### src/rtl/core/bfd_pkg.sv
// ----------------------------------------------------------------------------
// bfd_pkg
// shared types, constants and tables of the box filter downsampler
// ----------------------------------------------------------------------------
package bfd_pkg;

  // fixed by the field widths of the block
  localparam int unsigned CH_W           = 8;
  localparam int unsigned SUM_W          = 14;
  localparam int unsigned FACTOR_W       = 4;
  localparam int unsigned OUT_WIDTH_W    = 11;
  localparam int unsigned OUT_HEIGHT_W   = 13;
  localparam int unsigned CFG_DATA_W     = 13;
  localparam int unsigned CFG_IDX_W      = 2;
  localparam int unsigned SUB_W          = 3;
  localparam int unsigned ROW_W          = 12;
  localparam int unsigned PIX_W          = 3 * CH_W;

  localparam int unsigned MAX_FACTOR     = 8;
  localparam int unsigned MAX_OUT_HEIGHT = 4096;
  localparam int unsigned MAX_OUT_WIDTH  = 1024;

  // reciprocal of factor squared, scaled by 2**RECIP_SHIFT and rounded up;
  // exact for every 14-bit sum
  localparam int unsigned RECIP_SHIFT    = 21;
  localparam int unsigned RECIP_W        = 22;
  localparam int unsigned PROD_W         = SUM_W + RECIP_W;

  localparam logic [RECIP_W-1:0] RECIP_TAB [MAX_FACTOR] = '{
    22'd2097152, 22'd524288, 22'd233017, 22'd131072,
    22'd83887,   22'd58255,  22'd42800,  22'd32768
  };

  // reset values of the configuration registers
  localparam logic [FACTOR_W-1:0]     FACTOR_RST     = 4'd1;
  localparam logic [OUT_WIDTH_W-1:0]  OUT_WIDTH_RST  = 11'd640;
  localparam logic [OUT_HEIGHT_W-1:0] OUT_HEIGHT_RST = 13'd360;

  typedef enum logic [CFG_IDX_W-1:0] {
    CFG_FACTOR     = 2'd0,
    CFG_OUT_WIDTH  = 2'd1,
    CFG_OUT_HEIGHT = 2'd2
  } cfg_idx_e;

  typedef logic [SUM_W-1:0] sum_t;
  typedef sum_t [2:0]       sum3_t;

  // controller to datapath
  typedef struct packed {
    logic take;      // input word accepted this cycle
    logic acc;       // accumulate column sum and write it back
    logic mul;       // multiply column sums by the reciprocal
    logic load;      // load the result register
  } dp_cmd_t;

  // datapath to controller
  typedef struct packed {
    logic col_last;  // word on the input closes a block row segment
    logic row_last;  // latched segment closes a whole block
    logic out_free;  // result register can take a new word
  } dp_sts_t;

endpackage

### src/rtl/core/bfd_ctrl.sv
// ----------------------------------------------------------------------------
// bfd_ctrl
// sequencer for the box filter downsampler datapath
// ----------------------------------------------------------------------------
module bfd_ctrl (
  input  logic             clk_i,
  input  logic             rst_ni,
  input  logic             in_valid_i,
  output logic             in_ready_o,
  input  bfd_pkg::dp_sts_t sts_i,
  output bfd_pkg::dp_cmd_t cmd_o
);
  import bfd_pkg::*;

  typedef enum logic [1:0] {
    ST_IDLE,
    ST_ACC,
    ST_MUL,
    ST_OUT
  } state_e;

  state_e state_q, state_d;
  logic   take;

  assign in_ready_o = (state_q == ST_IDLE);
  assign take       = in_valid_i & in_ready_o;

  always_comb begin
    cmd_o      = '0;
    cmd_o.take = take;
    state_d    = state_q;
    unique case (state_q)
      ST_IDLE: begin
        if (take && sts_i.col_last) state_d = ST_ACC;
      end
      ST_ACC: begin
        cmd_o.acc = 1'b1;
        state_d   = sts_i.row_last ? ST_MUL : ST_IDLE;
      end
      ST_MUL: begin
        cmd_o.mul = 1'b1;
        state_d   = ST_OUT;
      end
      ST_OUT: begin
        if (sts_i.out_free) begin
          cmd_o.load = 1'b1;
          state_d    = ST_IDLE;
        end
      end
      default: state_d = ST_IDLE;
    endcase
  end

  always_ff @(posedge clk_i or negedge rst_ni) begin
    if (!rst_ni) begin
      state_q <= ST_IDLE;
    end else begin
      state_q <= state_d;
    end
  end

  a_seg_end_goes_acc: assert property (@(posedge clk_i) disable iff (!rst_ni)
    take && sts_i.col_last |=> state_q == ST_ACC)
    else $error("segment end did not start accumulation");

  a_block_end_goes_mul: assert property (@(posedge clk_i) disable iff (!rst_ni)
    state_q == ST_ACC && sts_i.row_last |=> state_q == ST_MUL)
    else $error("block end did not start the divide");

  a_no_overwrite: assert property (@(posedge clk_i) disable iff (!rst_ni)
    cmd_o.load |-> sts_i.out_free)
    else $error("result register overwritten while full");

endmodule

### config.mk
export PLATFORM = sky130hd
export DESIGN_NAME = bfd_ctrl
export DESIGN_NICKNAME = d
export VERILOG_FILES = /design/src/rtl/core/bfd_pkg.sv /design/src/rtl/core/bfd_ctrl.sv
export SDC_FILE = /design/constraint.sdc
export NUM_CORES = 1
export LEC_CHECK = 0
export BUFFER_PORTS_ARGS = -buffer_cell sky130_fd_sc_hd__buf_2
export CAP_MARGIN = 20
export CELL_PAD_IN_SITES_DETAIL_PLACEMENT = 1
export CELL_PAD_IN_SITES_GLOBAL_PLACEMENT = 1
export CORE_AREA = 2 2 39 41
export DETAILED_ROUTE_END_ITERATION = 16
export DIE_AREA = 0 0 41 43
export PLACE_DENSITY = 0.36
export RECOVER_POWER = 25
export SLEW_MARGIN = 20
export SYNTH_ARGS = -nofsm -noshare
export SYNTH_HDL_FRONTEND = slang
export SYNTH_SLANG_ARGS = --single-unit
### constraint.sdc
create_clock -name clk_i -period 2.8 [get_ports clk_i]
set_input_delay 0.84 -clock clk_i [delete_from_list [all_inputs] [get_ports clk_i]]
set_output_delay 0.84 -clock clk_i [all_outputs]
set_load 0.01 [all_outputs]
==> flow_metrics.env, run 1 <==
export IMPL_status="complete, no violations"
export IMPL_fmax_mhz=475
export IMPL_ios=11
export IMPL_fin_crit_sh_pct=75.2
export IMPL_syn_area_um2=119
export IMPL_power_density_nw_per_um2=1110
export IMPL_syn2layout_area_growth_pct=70.5
export IMPL_syn_inst=12
export IMPL_critPathArrivalTime_ns=1.27
export IMPL_cp_end_kind="output port"
export IMPL_antenna_found_initial=0
export IMPL_synth_nets=18
export IMPL_hold_path_class="primary input to async pin"
export IMPL_cts_hold_fix_buffers=0
export IMPL_p_leak_nw=0.110
export IMPL_num_nets_final=32
export IMPL_clock_skew_ns=0.000469
export IMPL_overflow=0
export IMPL_final_antenna_net_count=0
export IMPL_rsz0062_at_grt="false"
export IMPL_hold_violations=0
export IMPL_grt_pass1_wl_um=538
export IMPL_initial_core_util_pct=8.59
export IMPL_synth_adder_area_share_pct=0
export IMPL_worst_slew_pin_transition_ns=0.182
export IMPL_yosys_warnings=0
export IMPL_synth_avg_cell_area_um2=9.91
export IMPL_dr_pass1_iters=2
export IMPL_ir_drop_uv=299
export IMPL_diodes=0
export IMPL_io_buffers=10
export IMPL_critPathRequiredTime_ns=1.96
export IMPL_numCtsBuffers=3
export IMPL_clockBufferDepth=2
export IMPL_cp_num_buf_inv=2
export IMPL_die_y_um=43
export IMPL_htreeDepth=1
export IMPL_yosys_area_share_simple_pct=37.9
export IMPL_die_x_um=41
export IMPL_drc=0
export IMPL_grt_usage_pct=5.12
export IMPL_ys_types=11
export IMPL_crit_reg2reg_launch="state_q[0]"
export IMPL_slowest_stage="and3_2"
export IMPL_cpMostUsedCell="buf_2"
export IMPL_cts_tree="done"
export IMPL_gp_routability_congestion=0.589
export IMPL_whs_ns=0.396
export IMPL_ys_seq_area_share_pct=42.1
export IMPL_path_max_fanout=2
export IMPL_maxCapViolations=0
export IMPL_mostFrequentLayoutCells="9 x buf_2, 3 x clkbuf_4, 2 x dfrtp_1"
export IMPL_synth_xor_area_share_pct=0
export IMPL_grt_max_degree=7
export IMPL_std_cell_rows=14
export IMPL_worst_r2r_cell_count=2
export IMPL_crit_chain="buf_2 -> and3_2 -> buf_2"
export IMPL_grt_pass1_vias=141
export IMPL_synth_compound_area_share_pct=13.7
export IMPL_tns_ns=0
export IMPL_cts_resized=0
export IMPL_critPathKind="primary input to output port"
export IMPL_critical_path_max_stage_delay_ns=0.19
export IMPL_ys_ff_latch=2
export IMPL_cts_setup_buffers=0
export IMPL_drt_initial_drc_count=3
export IMPL_crit_family="buffers and inverters"
export IMPL_slew_violations=0
export IMPL_clk_pin_slew_ns=0.03
export IMPL_root_buffer="clkbuf_4"
export IMPL_reg2reg_slack_ns=1.86
export IMPL_drive_above_1_share_pct=58.3
export IMPL_final_common_cell="buf_2"
export IMPL_final_area_um2=203
export IMPL_post_route_min_period_ns=2.11
export IMPL_wl_um=348
export IMPL_core_area_um2=1380
export IMPL_cts_sinks=2
export IMPL_synthMuxAreaShare_pct=0
export IMPL_utilization_pct=14.6
export IMPL_synth_top_family_by_area="simple AND/OR/NAND/NOR gates"
export IMPL_postPlaceCellArea_um2=181
export IMPL_via_per_inst=3.20
export IMPL_start_kind="primary input"
export IMPL_via_count=128
export IMPL_routedWlPerCell_um=8.70
export IMPL_relSlewSlack_pct=87.9
export IMPL_setup_violations=0
export IMPL_path_depth=3
export IMPL_total_power_mw=0.224
export IMPL_clk_latency_ns=0.22
export IMPL_dieArea_um2=1760
cell type report:
type,count,area (um^2)
flip-flops and latches,2,50.0
multi-input cells,9,61.3
clock buffers,3,22.5
well taps,16,20.0
fillers,159,1180
repair buffers,10,48.8
through the flow:
stage / cells / setup WS (ns)
5_1_grt: 40 / 0.678
6_report: 40 / 0.694
4_1_cts: 40 / 0.692
3_3_place_gp: 37 / 0.694
2_1_floorplan: 12 / 0.876
3_5_place_dp: 37 / 0.693
where the power goes:
part | internal [mW] | total, mW | switching, mW
Clock | 0.0473 | 0.0641 | 0.0168
Sequential | 0.0436 | 0.0646 | 0.0210
Combinational | 0.0513 | 0.0956 | 0.0442
cells in the mapped netlist (all sizes together):
cell,instances,area (um^2)
dfrtp,2,50.1
nor2b,2,15.0
a22o,1,8.76
and2,1,6.26
and3,1,7.51
and3b,1,8.76
buf,1,7.51
nand2,1,3.75
nor2,1,3.75
o21a,1,7.51
cells by family after synthesis:
family | Yosys count
buffers and inverters | 1
and+or+nand+nor | 7
AOI/OAI and AO/OA | 2
DFF | 2
routing by layer:
| layer | part of all wire, % | track usage (%) |
|---|---|---|
| met5 | 0 | 0 |
| met4 | 0 | 8.00 |
| met1 | 44 | 5.14 |
| met3 | 19 | 2.09 |
| met2 | 37 | 5.94 |
worst max-delay path by stage:
stage	start	endpoint	slack, ns
after floorplan	in_valid_i	cmd_o[3]	0.88
after global placement	sts_i[0]	cmd_o[0]	0.69
after detailed placement	sts_i[0]	cmd_o[0]	0.69
after CTS	sts_i[0]	cmd_o[0]	0.69
after global routing	sts_i[0]	cmd_o[0]	0.68
final	sts_i[0]	cmd_o[0]	0.69
No activity file was read; power rests on OpenSTA's default activity.
==> run 2, diff against run 1 <==
--- a/config.mk
+++ b/config.mk
@@ -12,7 +12,7 @@
 export CORE_AREA = 2 2 39 41
 export DETAILED_ROUTE_END_ITERATION = 16
 export DIE_AREA = 0 0 41 43
-export PLACE_DENSITY = 0.36
+export PLACE_DENSITY = 0.37
 export RECOVER_POWER = 25
 export SLEW_MARGIN = 20
 export SYNTH_ARGS = -nofsm -noshare
==> constraint.sdc (replaced) <==
create_clock -name clk_i -period 1.8 [get_ports clk_i]
set_input_delay 0.54 -clock clk_i [delete_from_list [all_inputs] [get_ports clk_i]]
set_output_delay 0.54 -clock clk_i [all_outputs]
set_load 0.01 [all_outputs]
==> run 2 against run 1 <==
  * Utilization did not move
  * Global-route usage decreased by 0.11 points
  * Clock-buffer cell count unchanged
  * Critical path depth unchanged
  * Via count increased by 2.3%
  * Combinational power grew 56%
  * Highest routed layer is now met4
  * Cell count stayed put
  * Die area is the same
==> flow_metrics.env, run 2 (synthesized netlist as in run 1, its figures left out) <==
export IMPL_status="complete, no violations"
export IMPL_grt_usage_pct=5.02
export IMPL_path_max_fanout=6
export IMPL_worst_slew_pin_transition_ns=0.192
export IMPL_total_power_mw=0.348
export IMPL_initial_core_util_pct=8.59
export IMPL_cts_setup_buffers=0
export IMPL_reg2reg_slack_ns=0.87
export IMPL_io_buffers=10
export IMPL_drt_initial_drc_count=2
export IMPL_rsz0062_at_grt="false"
export IMPL_relSlewSlack_pct=87.2
export IMPL_drc=0
export IMPL_numCtsBuffers=3
export IMPL_power_density_nw_per_um2=1720
export IMPL_crit_family="flip-flops"
export IMPL_die_y_um=43
export IMPL_cts_tree="done"
export IMPL_syn2layout_area_growth_pct=70.5
export IMPL_hold_violations=0
export IMPL_cts_resized=0
export IMPL_mostFrequentLayoutCells="9 x buf_2, 3 x clkbuf_4, 2 x dfrtp_1"
export IMPL_gp_routability_congestion=0.534
export IMPL_clk_latency_ns=0.23
export IMPL_fin_crit_sh_pct=88.3
export IMPL_antenna_found_initial=0
export IMPL_tns_ns=0
export IMPL_final_common_cell="buf_2"
export IMPL_start_kind="flip-flop"
export IMPL_fmax_mhz=629
export IMPL_core_area_um2=1380
export IMPL_clockBufferDepth=2
export IMPL_ir_drop_uv=336
export IMPL_slowest_stage="dfrtp_1"
export IMPL_final_antenna_net_count=0
export IMPL_diodes=0
export IMPL_die_x_um=41
export IMPL_critPathRequiredTime_ns=1.26
export IMPL_htreeDepth=1
export IMPL_via_per_inst=3.28
export IMPL_num_nets_final=32
export IMPL_worst_r2r_cell_count=2
export IMPL_routedWlPerCell_um=8.25
export IMPL_cts_hold_fix_buffers=0
export IMPL_overflow=0
export IMPL_p_leak_nw=0.110
export IMPL_clk_pin_slew_ns=0.03
export IMPL_root_buffer="clkbuf_4"
export IMPL_critical_path_max_stage_delay_ns=0.42
export IMPL_clock_skew_ns=0.00405
export IMPL_wl_um=330
export IMPL_cp_end_kind="output port"
export IMPL_grt_pass1_wl_um=510
export IMPL_crit_chain="nor2_1 -> and2_1 -> buf_2"
export IMPL_ios=11
export IMPL_cp_num_buf_inv=1
export IMPL_critPathKind="flip-flop to output port"
export IMPL_critPathArrivalTime_ns=1.05
export IMPL_cts_sinks=2
export IMPL_dr_pass1_iters=2
export IMPL_crit_reg2reg_launch="state_q[0]"
export IMPL_hold_path_class="primary input to async pin"
export IMPL_dieArea_um2=1760
export IMPL_post_route_min_period_ns=1.59
export IMPL_std_cell_rows=14
export IMPL_via_count=131
export IMPL_maxCapViolations=0
export IMPL_grt_max_degree=7
export IMPL_grt_pass1_vias=140
export IMPL_slew_violations=0
export IMPL_drive_above_1_share_pct=58.3
export IMPL_setup_violations=0
==> run 2: cell counts in the layout (fill, tap and decap cells not counted) <==
Identical to the previous run, type by type.
==> run 2: final cells by class <==
| type | count | area [um^2] |
|---|---|---|
| flip-flops and latches | 2 | 50.0 |
| repair buffers | 10 | 48.8 |
| clock buffers | 3 | 22.5 |
| multi-input cells | 9 | 61.3 |
| well taps | 16 | 20.0 |
| fillers | 170 | 1180 |
==> run 2: how the worst max path moves through the flow <==
stage,startpoint,end,slack (ns),depth (start not counted)
final,flip-flop,cmd_o[3],0.21,3
after detailed placement,sts_i[0],cmd_o[0],0.29,3
after global placement,sts_i[0],cmd_o[0],0.29,3
after floorplan,flip-flop,cmd_o[3],0.38,3
after global routing,flip-flop,cmd_o[3],0.12,3
after CTS,flip-flop,cmd_o[3],0.19,3
==> run 2: per-stage QoR <==
| stage | instances | cell area, um^2 | hold slack, ns | setup slack, ns | utilization (%) |
|---|---|---|---|---|---|
| after floorplan | 12 | 119 | 0.244 | 0.384 | - |
| after global placement | 37 | 181 | 0.327 | 0.294 | 13.1 |
| after detailed placement | 37 | 181 | 0.329 | 0.293 | 13.1 |
| after CTS | 40 | 204 | 0.0834 | 0.195 | 14.7 |
| after global routing | 40 | 203 | 0.0875 | 0.121 | 14.6 |
| final | 40 | 203 | 0.0942 | 0.210 | 14.6 |
==> run 2: routing by layer <==
| metal | up-vias | GRT usage [%] | share of wire [%] |
|---|---|---|---|
| li1 | 64 | - | - |
| met1 | 52 | 5.45 | 44 |
| met2 | 13 | 4.69 | 30 |
| met3 | 2 | 3.14 | 20 |
| met4 | 0 | 8.00 | 4.5 |
| met5 | - | 0 | 0 |
==> run 2: power breakdown <==
group | total, mW | internal, mW | switching (mW)
Sequential | 0.0996 | 0.0679 | 0.0317
Clock | 0.0993 | 0.0735 | 0.0258
Combinational | 0.149 | 0.0797 | 0.0695
